$ cat config.mk
export PLATFORM = sky130hd
export DESIGN_NAME = http_chunked_body_decoder
export DESIGN_NICKNAME = d
export VERILOG_FILES = /design/src/design/chd_pkg.sv /design/src/design/chd_parse.sv /design/src/design/chd_outbuf.sv /design/src/design/http_chunked_body_decoder.sv
export SDC_FILE = /design/constraint.sdc
export NUM_CORES = 1
export LEC_CHECK = 0
export BUFFER_PORTS_ARGS = -buffer_cell sky130_fd_sc_hd__buf_4
export CAP_MARGIN = 20
export CORE_MARGIN = 10
export CORE_UTILIZATION = 25
export DETAILED_ROUTE_END_ITERATION = 8
export PLACE_DENSITY = 0.46
export SETUP_SLACK_MARGIN = 0.4
export SYNTH_ARGS = -nofsm -noshare
export SYNTH_HDL_FRONTEND = slang
export SYNTH_SLANG_ARGS = --single-unit
$ cat constraint.sdc
create_clock -name clk_i -period 6 [get_ports clk_i]
set_input_delay 1.2 -clock clk_i [delete_from_list [all_inputs] [get_ports clk_i]]
set_output_delay 1.2 -clock clk_i [all_outputs]
set_load 0.02 [all_outputs]
$ cat src/design/chd_pkg.sv
// ----------------------------------------------------------------------------
// chd_pkg
// Shared constants and types for the chunked body decoder.
// ----------------------------------------------------------------------------
`default_nettype none

package chd_pkg;

  // Default width of the chunk size counters
  localparam int unsigned SizeBitsDef = 31;

  // Result kinds
  localparam logic [1:0] KIND_DATA = 2'd0;
  localparam logic [1:0] KIND_END  = 2'd1;
  localparam logic [1:0] KIND_BAD  = 2'd2;

  // Characters of interest
  localparam logic [7:0] CH_CR   = 8'h0D;
  localparam logic [7:0] CH_LF   = 8'h0A;
  localparam logic [7:0] CH_SEMI = 8'h3B;
  localparam logic [7:0] CH_SP   = 8'h20;
  localparam logic [7:0] CH_TAB  = 8'h09;

  // One result request from the parser to the output stage
  typedef struct packed {
    logic       valid;
    logic [1:0] kind;
    logic [7:0] data;
  } res_t;

  // Hex digit decode: valid flag and 4-bit value
  typedef struct packed {
    logic       ok;
    logic [3:0] val;
  } hex_t;

  function automatic hex_t hex_decode(logic [7:0] c);
    hex_t h;
    h.ok  = 1'b1;
    h.val = 4'd0;
    if (c >= 8'h30 && c <= 8'h39) begin
      h.val = 4'(c - 8'h30);
    end else if (c >= 8'h41 && c <= 8'h46) begin
      h.val = 4'(c - 8'h41 + 8'd10);
    end else if (c >= 8'h61 && c <= 8'h66) begin
      h.val = 4'(c - 8'h61 + 8'd10);
    end else begin
      h.ok = 1'b0;
    end
    return h;
  endfunction

endpackage

`default_nettype wire

$ cat src/design/chd_parse.sv
// ----------------------------------------------------------------------------
// chd_parse
// Per-byte parser: size line, data pass-through and trailing CRLF drop.
// ----------------------------------------------------------------------------
`default_nettype none

module chd_parse #(
  parameter int unsigned SizeBits = chd_pkg::SizeBitsDef
) (
  input  wire logic        clk_i,
  input  wire logic        rst_ni,
  input  wire logic        step_i,
  input  wire logic [7:0]  byte_i,
  output chd_pkg::res_t    res_o
);

  // Phase codes
  localparam logic [2:0] PH_SIZE    = 3'd0;
  localparam logic [2:0] PH_EXT     = 3'd1;
  localparam logic [2:0] PH_CR_SIZE = 3'd2;
  localparam logic [2:0] PH_CR_EXT  = 3'd3;
  localparam logic [2:0] PH_DATA    = 3'd4;
  localparam logic [2:0] PH_DROP1   = 3'd5;
  localparam logic [2:0] PH_DROP2   = 3'd6;

  logic [2:0]          phase_q, phase_d;
  logic [SizeBits-1:0] accum_q, accum_d;
  logic [SizeBits-1:0] left_q, left_d;
  logic                digit_q, digit_d;
  logic                bad_q, bad_d;
  logic                space_q, space_d;
  chd_pkg::hex_t       hex;
  logic                is_cr, is_lf;

  assign hex   = chd_pkg::hex_decode(byte_i);
  assign is_cr = (byte_i == chd_pkg::CH_CR);
  assign is_lf = (byte_i == chd_pkg::CH_LF);

  // Next state and result for one byte
  always_comb begin
    phase_d    = phase_q;
    accum_d    = accum_q;
    left_d     = left_q;
    digit_d    = digit_q;
    bad_d      = bad_q;
    space_d    = space_q;
    res_o      = '0;

    unique case (phase_q)
      PH_EXT: begin
        if (is_cr) phase_d = PH_CR_EXT;
      end
      PH_CR_SIZE, PH_CR_EXT: begin
        if (is_lf) begin
          // LF closes the size line
          if (bad_q || !digit_q || accum_q == '0) begin
            phase_d    = PH_SIZE;
            accum_d    = '0;
            digit_d    = 1'b0;
            bad_d      = 1'b0;
            space_d    = 1'b0;
            res_o.valid = 1'b1;
            res_o.kind  = (bad_q || !digit_q) ? chd_pkg::KIND_BAD : chd_pkg::KIND_END;
          end else begin
            left_d  = accum_q;
            accum_d = '0;
            phase_d = PH_DATA;
          end
        end else begin
          if (phase_q == PH_CR_SIZE) bad_d = 1'b1;
          if (!is_cr) phase_d = PH_EXT;
        end
      end
      PH_DATA: begin
        res_o.valid = 1'b1;
        res_o.kind  = chd_pkg::KIND_DATA;
        res_o.data  = byte_i;
        if (left_q != '0) left_d = left_q - 1'b1;
        if (left_d == '0) phase_d = PH_DROP1;
      end
      PH_DROP1: begin
        phase_d = PH_DROP2;
      end
      PH_DROP2: begin
        phase_d = PH_SIZE;
        accum_d = '0;
        digit_d = 1'b0;
        bad_d   = 1'b0;
        space_d = 1'b0;
      end
      default: begin
        // Size part (and the unused code)
        phase_d = PH_SIZE;
        if (hex.ok) begin
          if (space_q || accum_q[SizeBits-1 -: 4] != 4'd0) begin
            bad_d = 1'b1;
          end else begin
            accum_d = {accum_q[SizeBits-5:0], hex.val};
            digit_d = 1'b1;
          end
        end else if (byte_i == chd_pkg::CH_SP || byte_i == chd_pkg::CH_TAB) begin
          if (digit_q) space_d = 1'b1;
        end else if (byte_i == chd_pkg::CH_SEMI) begin
          phase_d = PH_EXT;
        end else if (is_cr) begin
          phase_d = PH_CR_SIZE;
        end else begin
          bad_d = 1'b1;
        end
      end
    endcase
  end

  // State registers, advanced once per processed byte
  always_ff @(posedge clk_i or negedge rst_ni) begin
    if (!rst_ni) begin
      phase_q <= PH_SIZE;
      accum_q <= '0;
      left_q  <= '0;
      digit_q <= 1'b0;
      bad_q   <= 1'b0;
      space_q <= 1'b0;
    end else if (step_i) begin
      phase_q <= phase_d;
      accum_q <= accum_d;
      left_q  <= left_d;
      digit_q <= digit_d;
      bad_q   <= bad_d;
      space_q <= space_d;
    end
  end

endmodule

`default_nettype wire

$ cat src/design/chd_outbuf.sv
// ----------------------------------------------------------------------------
// chd_outbuf
// Result register with valid/stall handshake toward the sink.
// ----------------------------------------------------------------------------
`default_nettype none

module chd_outbuf (
  input  wire logic       clk_i,
  input  wire logic       rst_ni,
  input  wire logic       load_i,
  input  chd_pkg::res_t   res_i,
  output logic            free_o,
  output logic            out_valid_o,
  input  wire logic       out_stall_i,
  output logic [1:0]      out_kind_o,
  output logic [7:0]      out_byte_o
);

  logic       valid_q;
  logic [1:0] kind_q;
  logic [7:0] data_q;

  // Free when empty or being taken this cycle
  assign free_o = !valid_q || !out_stall_i;

  always_ff @(posedge clk_i or negedge rst_ni) begin
    if (!rst_ni) begin
      valid_q <= 1'b0;
    end else if (load_i) begin
      valid_q <= res_i.valid;
    end else if (!out_stall_i) begin
      valid_q <= 1'b0;
    end
  end

  // Payload needs no reset
  always_ff @(posedge clk_i) begin
    if (load_i && res_i.valid) begin
      kind_q <= res_i.kind;
      data_q <= res_i.data;
    end
  end

  assign out_valid_o = valid_q;
  assign out_kind_o  = kind_q;
  assign out_byte_o  = data_q;

endmodule

`default_nettype wire

$ cat src/design/http_chunked_body_decoder.sv
// ----------------------------------------------------------------------------
// http_chunked_body_decoder
// Decodes an HTTP chunked body one byte per request into data, end and
// error results.
// ----------------------------------------------------------------------------
//  Channel | Ports                               | Direction
//  --------+-------------------------------------+----------
//  in      | in_valid_i, in_stall_o, in_byte_i   | sink
//  out     | out_valid_o, out_stall_i,           | source
//          | out_kind_o, out_byte_o              |
//
//  One byte per cycle sustained while the sink does not stall; a result is
//  valid from the result register after its byte has passed the input register.
//  Size line parsing and data counting update in the same cycle a byte
//  leaves the input register.
//  Reset is asynchronous, active low, and returns to waiting for a size line.
//  in_stall_o rises only while both the input and result registers are full
//  and the sink stalls.
// ----------------------------------------------------------------------------
`default_nettype none

module http_chunked_body_decoder #(
  parameter int unsigned SizeBits = chd_pkg::SizeBitsDef
) (
  input  wire logic       clk_i,
  input  wire logic       rst_ni,
  input  wire logic       in_valid_i,
  output logic            in_stall_o,
  input  wire logic [7:0] in_byte_i,
  output logic            out_valid_o,
  input  wire logic       out_stall_i,
  output logic [1:0]      out_kind_o,
  output logic [7:0]      out_byte_o
);

  logic          in_valid_q;
  logic [7:0]    in_byte_q;
  logic          step;
  logic          out_free;
  chd_pkg::res_t res;

  // Byte leaves the input register when the result register can take it
  assign step       = in_valid_q && out_free;
  assign in_stall_o = in_valid_q && !out_free;

  // Input register
  always_ff @(posedge clk_i or negedge rst_ni) begin
    if (!rst_ni) begin
      in_valid_q <= 1'b0;
    end else if (!in_stall_o) begin
      in_valid_q <= in_valid_i;
    end
  end

  always_ff @(posedge clk_i) begin
    if (in_valid_i && !in_stall_o) in_byte_q <= in_byte_i;
  end

  chd_parse #(
    .SizeBits (SizeBits)
  ) u_parse (
    .clk_i  (clk_i),
    .rst_ni (rst_ni),
    .step_i (step),
    .byte_i (in_byte_q),
    .res_o  (res)
  );

  chd_outbuf u_outbuf (
    .clk_i       (clk_i),
    .rst_ni      (rst_ni),
    .load_i      (step),
    .res_i       (res),
    .free_o      (out_free),
    .out_valid_o (out_valid_o),
    .out_stall_i (out_stall_i),
    .out_kind_o  (out_kind_o),
    .out_byte_o  (out_byte_o)
  );

endmodule

`default_nettype wire

Yosys cells after proc, flatten, opt, wreduce, memory -nomap -nowiden
Cells that the tools add are included.
- add/sub/neg operators: 6
- reduce and logical (&&, ||, !) cells: 33
- eq/ne operators: 26
- order comparisons: 6
- bitwise operators: 1
- multiplexer cells: 48
- operator list (operator ; count):
    31-bit 2-to-1 mux ; 7
    31-bit one-hot mux with 3 select lines ; 1
    31-bit zero test ; 2
    31-bit one-hot mux with 2 select lines ; 1
    31-bit nonzero test ; 1
    31-bit by 1-bit subtractor with 31-bit output (second input constant) ; 1
    3-bit 2-to-1 mux ; 10
    8-bit by 4-bit == test with 1-bit output (second input constant) ; 3
    1-bit 2-to-1 mux ; 19
    8-bit by 6-bit == test with 1-bit output (second input constant) ; 2
    8-bit by 7-bit >= comparator with 1-bit output (second input constant) ; 2
    8-bit by 7-bit <= comparator with 1-bit output (second input constant) ; 2
    3-bit one-hot mux with 5 select lines ; 1
    4-bit 2-to-1 mux ; 3
    3-bit inequality test (second input constant) ; 4
    4-bit by 3-bit inequality test with 1-bit output (second input constant) ; 3
    4-bit by 1-bit subtractor with 4-bit output (second input constant) ; 3
    2-bit by 1-bit inequality test with 1-bit output (second input constant) ; 5
    3-bit == test (second input constant) ; 3
    1-bit one-hot mux with 3 select lines ; 3
    3-bit nonzero test ; 3
    4-bit adder (second input constant) ; 2
    8-bit by 6-bit >= comparator with 1-bit output (second input constant) ; 1
    8-bit by 6-bit <= comparator with 1-bit output (second input constant) ; 1
    20 further kinds ; 37
- word-level logic and storage cells: 131
- register bits: 88
- output and inout port bits: 12
- input bits: 12

Longest topological paths before layout
- depth after elaboration: 8
- depth in mapped cells: 10
- mapped depth without buffers: 9

Cells and area by module
A second synthesis with hierarchy kept.
- cell total of the unflattened synthesis: 606
- area, all modules: 5187.5 µm²
- by module, submodules not included (module ; instances ; area each (µm²) ; seq. area each (µm²) ; cells an instance):
    chd_parse ; 1 ; 4538.1 ; 1701.6 ; 578
    chd_outbuf ; 1 ; 345.3 ; 325.3 ; 14
    http_chunked_body_decoder ; 1 ; 304.0 ; 265.3 ; 14

Least setup slack after synthesis
No wires, ideal clock.
- kind: input-to-output
- start: input out_stall_i
- end: output in_stall_o
- stages on the path: 2
- buffers on the path: 0
- setup slack: 3351 ps
- data required time: 4800 ps
- arrival: 1449 ps
- cell sequence: nand3_1 inv_1
- word-level cells in the longest chain between the ends: 4
- RTL lines (item ; line ; source):
    from (decl) ; http_chunked_body_decoder.sv:31 ; input wire logic out_stall_i,
    1-bit zero test ; chd_outbuf.sv:24 ; assign free_o = !valid_q || !out_stall_i;
    1-bit logical OR ; chd_outbuf.sv:24 ;
    1-bit zero test ; http_chunked_body_decoder.sv:44 ; assign in_stall_o = in_valid_q && !out_free;
    1-bit logical AND ; http_chunked_body_decoder.sv:44 ;
    to (decl) ; http_chunked_body_decoder.sv:28 ; output logic in_stall_o,
No other way between the ends.

Final worst setup path
- start: register in_byte_q[2]
- end: register u_parse.left_q[19]
- word-level cells in the longest chain between the ends: 3
- RTL lines (item ; line ; source):
    from (decl) ; http_chunked_body_decoder.sv:37 ; logic [7:0] in_byte_q;
    from (signal assigned) ; http_chunked_body_decoder.sv:56 ; if (in_valid_i && !in_stall_o) in_byte_q <= in_byte_i;
    8-bit by 4-bit == test with 1-bit output ; chd_parse.sv:37 ; assign is_lf = (byte_i == chd_pkg::CH_LF);
    2-bit by 1-bit inequality test with 1-bit output (no line) ; n/a ;
    4-bit AND reduction (no line) ; n/a ;
    to (signal assigned) ; chd_parse.sv:126 ; left_q <= left_d;
    to (decl) ; chd_parse.sv:28 ; logic [SizeBits-1:0] left_q, left_d;
No other way between the ends.
A chain may end at the register's enable or synchronous reset.

==> results.json <==
{
  "path_class": "reg2reg",
  "cts_hold_buf": 0,
  "ir_worst_vdd_mv": 0.124,
  "std_cell_rows": 52,
  "routed_via_density": 5.18,
  "synthTopCellsByArea": "dfrtp_1 (34%), edfxtp_1 (10%), nand2_1 (7.7%)",
  "cts_resized": 0,
  "syn2layout_area_growth_pct": 13.6,
  "io_buffers": 23,
  "cts_buffers": 9,
  "synth_area_per_cell_um2": 8.63,
  "cts_tree": "built",
  "finalWorstSetupSlack_ns": 2.94,
  "syn-num-nets": 618,
  "core-area_um2": 20300,
  "grt_pass1_vias": 4232,
  "p_leak_nw": 2.42,
  "switching_share": 0.253,
  "period_needed_ns": 3.06,
  "grt_start_max_net_pins": 71,
  "path_clk_slew_ns": 0.06,
  "synthesis.area_um2": 5170,
  "ys_ff_latch": 88,
  "cts-root-buf": "clkbuf_16",
  "finalSetupViolations": 0,
  "grt_setup_unrepaired": "no",
  "ys_async_sr_fraction": 0.795,
  "hpwlAfterDp_um": 10800,
  "p_total_mw": 1.30,
  "diodes": 0,
  "cp.arrival_ns": 3.27,
  "synthCells": 599,
  "post_cts_buffers": 0,
  "r2r_end": "u_parse.left_q[19]",
  "fill_cells": 2173,
  "pre_cts_ws_ns": 2.86,
  "die_w_um": 164,
  "crit_required_ns": 6.21,
  "worstMarginPinSlew_ns": 0.950,
  "synth_ff_type": "dfrtp_1",
  "die_h_um": 164,
  "r2r_slack_ns": 2.94,
  "internal_power_mw": 0.972,
  "wl_per_cell_um": 17.3,
  "holdCritPathClass": "reg2reg",
  "grt_use_total": 0.113,
  "multi_input_area_um2": 2700,
  "grt_remaining_overflow": 0,
  "grt_pass1_wl_um": 24400,
  "yosys.area.top_type_share": 0.339,
  "relSlewSlack": 0.365,
  "critPathMaxFanout": 24,
  "cts.sinks": 88,
  "antenna_found_initial": 0,
  "clk_latency_ns": 0.33,
  "setup_tns_ns": 0,
  "first_pass_iters": 5,
  "fmax_mhz": 327,
  "synth_warnings": 0,
  "rr_startpoint": "in_byte_q[2]",
  "run_status": "finished, final reports clean",
  "clock_path_buffers": 2,
  "p_clk_frac": 0.399,
  "finalWirelength_um": 15200,
  "via_count": 4529,
  "drive_gt1_frac": 0.0992,
  "nNetsFinal": 620,
  "io_pins": 24,
  "die-area_um2": 26800,
  "drcViolationCount": 0,
  "synth.distinct_cells": 72,
  "cp-startpoint": "in_byte_q[2]",
  "finalMaxSlewViolations": 0,
  "crit_end": "u_parse.left_q[19]",
  "drt_iter0_markers": 344,
  "power_density_nw_per_um2": 222,
  "start_kind": "flop",
  "initial_core_util": 0.255,
  "clock-skew-final_ns": 0.00622,
  "maxCapViolCount": 0,
  "cp-end-kind": "flop",
  "seq_area_frac_synth": 0.444,
  "htreeDepth": 3,
  "power.switching_mw": 0.329,
  "yosysTopAreaCell": "dfrtp_1",
  "hold_viol": 0,
  "pwr-share-seq": 0.510,
  "seq_area_um2": 2290,
  "fin_crit_sh": 0.510,
  "place_congestion": 0.905,
  "synth-edff-count": 18,
  "reg2reg_depth": 7,
  "p_comb_frac": 0.091,
  "ant_nets": 0
}
metrics by stage:
stage                     std cells  hold slack, ns  instance area [um2]   util
after detailed placement        859           0.499                 5570  0.275
after global routing            875           0.533                 5870  0.289
after global placement          859           0.491                 5570  0.275
after floorplan                 599           0.465                 5170      -
final                           875           0.503                 5870  0.289
after CTS                       874           0.512                 5840  0.288
cells in the mapped netlist (4+ instances only):
library cell and number:
o31ai_1 6, nor3_1 16, a2bb2oi_1 6, nand2b_1 5, a21oi_1 41, ha_1 7
nand4_1 11, a31oi_1 4, and2_1 10, nor4_1 19, nand2_1 106, inv_1 11
nor2b_1 5, o22ai_1 7, o21ai_0 70, xnor2_1 9, buf_2 6, nand3_1 11
dfrtp_1 70, nor2_1 52, clkbuf_1 28, a22oi_1 7, edfxtp_1 18, o22a_1 4
final cells by class:
type                    instances  share of cell area
inverters                      11             0.00703
well taps                     270              0.0576
multi-input cells             463               0.460
flip-flops and latches         88               0.391
clock buffers                  12              0.0426
clock inverters                 3             0.00320
repair buffers                 28              0.0392
how the worst min path moves through the flow:
| stage | cells after the start | to | slack [ns] | startpoint |
|---|---|---|---|---|
| floorplan | 1 | u_parse.space_q | 0.46 | u_parse.space_q |
| global placement | 1 | u_parse.space_q | 0.49 | u_parse.space_q |
| detailed placement | 1 | u_parse.space_q | 0.50 | u_parse.space_q |
| CTS | 1 | u_parse.space_q | 0.51 | u_parse.space_q |
| global route | 1 | u_parse.space_q | 0.53 | u_parse.space_q |
| finish | 1 | u_parse.space_q | 0.50 | u_parse.space_q |
critical path, cell delays in order, from the launching register on:
cell and delay, ns:
edfxtp_1 0.51, nor4_1 0.47, and3_1 0.30, nand3_1 0.15, nor2_1 0.32, o21a_1 0.76
o21ai_0 0.24, o2bb2ai_1 0.18
power groups by stage:
stage / clock network [mW] / registers (mW) / logic [mW]
global placement: 0 / 0.676 / 0.114
CTS: 0.539 / 0.664 / 0.116
detailed placement: 0 / 0.676 / 0.116
floorplan: 0 / 0.657 / 0.0811
finish: 0.519 / 0.664 / 0.118
global route: 0.558 / 0.668 / 0.134
cells in the final DEF, fill, tap and decap left out, types with 2 or more instances in the layout:
cell type  netlist  final
a2bb2oi_1        6      6
o21bai_1         3      3
xnor2_1          9      9
nor2b_1          5      5
dfrtp_1         70     70
o31ai_1          6      6
a32oi_1          2      2
o21a_1           3      3
a22oi_1          7      7
nand4_1         11     11
ha_1             7      7
edfxtp_1        18     18
nand2_1        106    106
nor4b_1          3      3
nand4b_1         2      2
o22a_1           4      4
nor4_4           3      3
clkbuf_16        0      9
clkinv_2         0      2
and2_1          10     10
nor2_1          52     52
or4_1            2      2
a31oi_1          4      4
o31a_1           3      3
a211oi_1         2      2
or3_1            3      3
nor3_1          16     15
and4_1           3      3
a2111oi_2        2      2
inv_1           11     11
o22ai_1          7      7
buf_4            0     27
o2bb2ai_1        2      2
nand2b_1         5      5
and3_1           2      2
nor3_2           1      2
o21ai_0         70     69
a21oi_1         41     41
nand3_1         11     11
nor4_1          19     19
kinds of logic after synthesis:
kind of cell,count (synthesis),synth area share
compound gates,180,0.219
xor+xnor,10,0.0170
fa+ha+maj,7,0.0169
buf+inv,48,0.0380
flops,88,0.444
mux,1,0.00194
simple gates,265,0.264
layer usage:
layer,vias up,track usage,part of all wire
met5,-,0,0
met4,0,0.0292,0.010
met3,10,0.0128,0.033
met2,111,0.180,0.48
met1,2212,0.159,0.48
li1,2196,-,-
sequential cells by signal (all words and copies together) (netlist names):
signal,count
u_parse.accum_q,31
u_parse.digit_q,1
u_outbuf.out_byte_o,8
in_valid_q,1
u_parse.bad_q,1
u_parse.space_q,1
u_outbuf.out_kind_o,2
in_byte_q,8
u_parse.left_q,31
u_parse.phase_q,3
u_outbuf.out_valid_o,1
(Power assumes the default switching activity.)
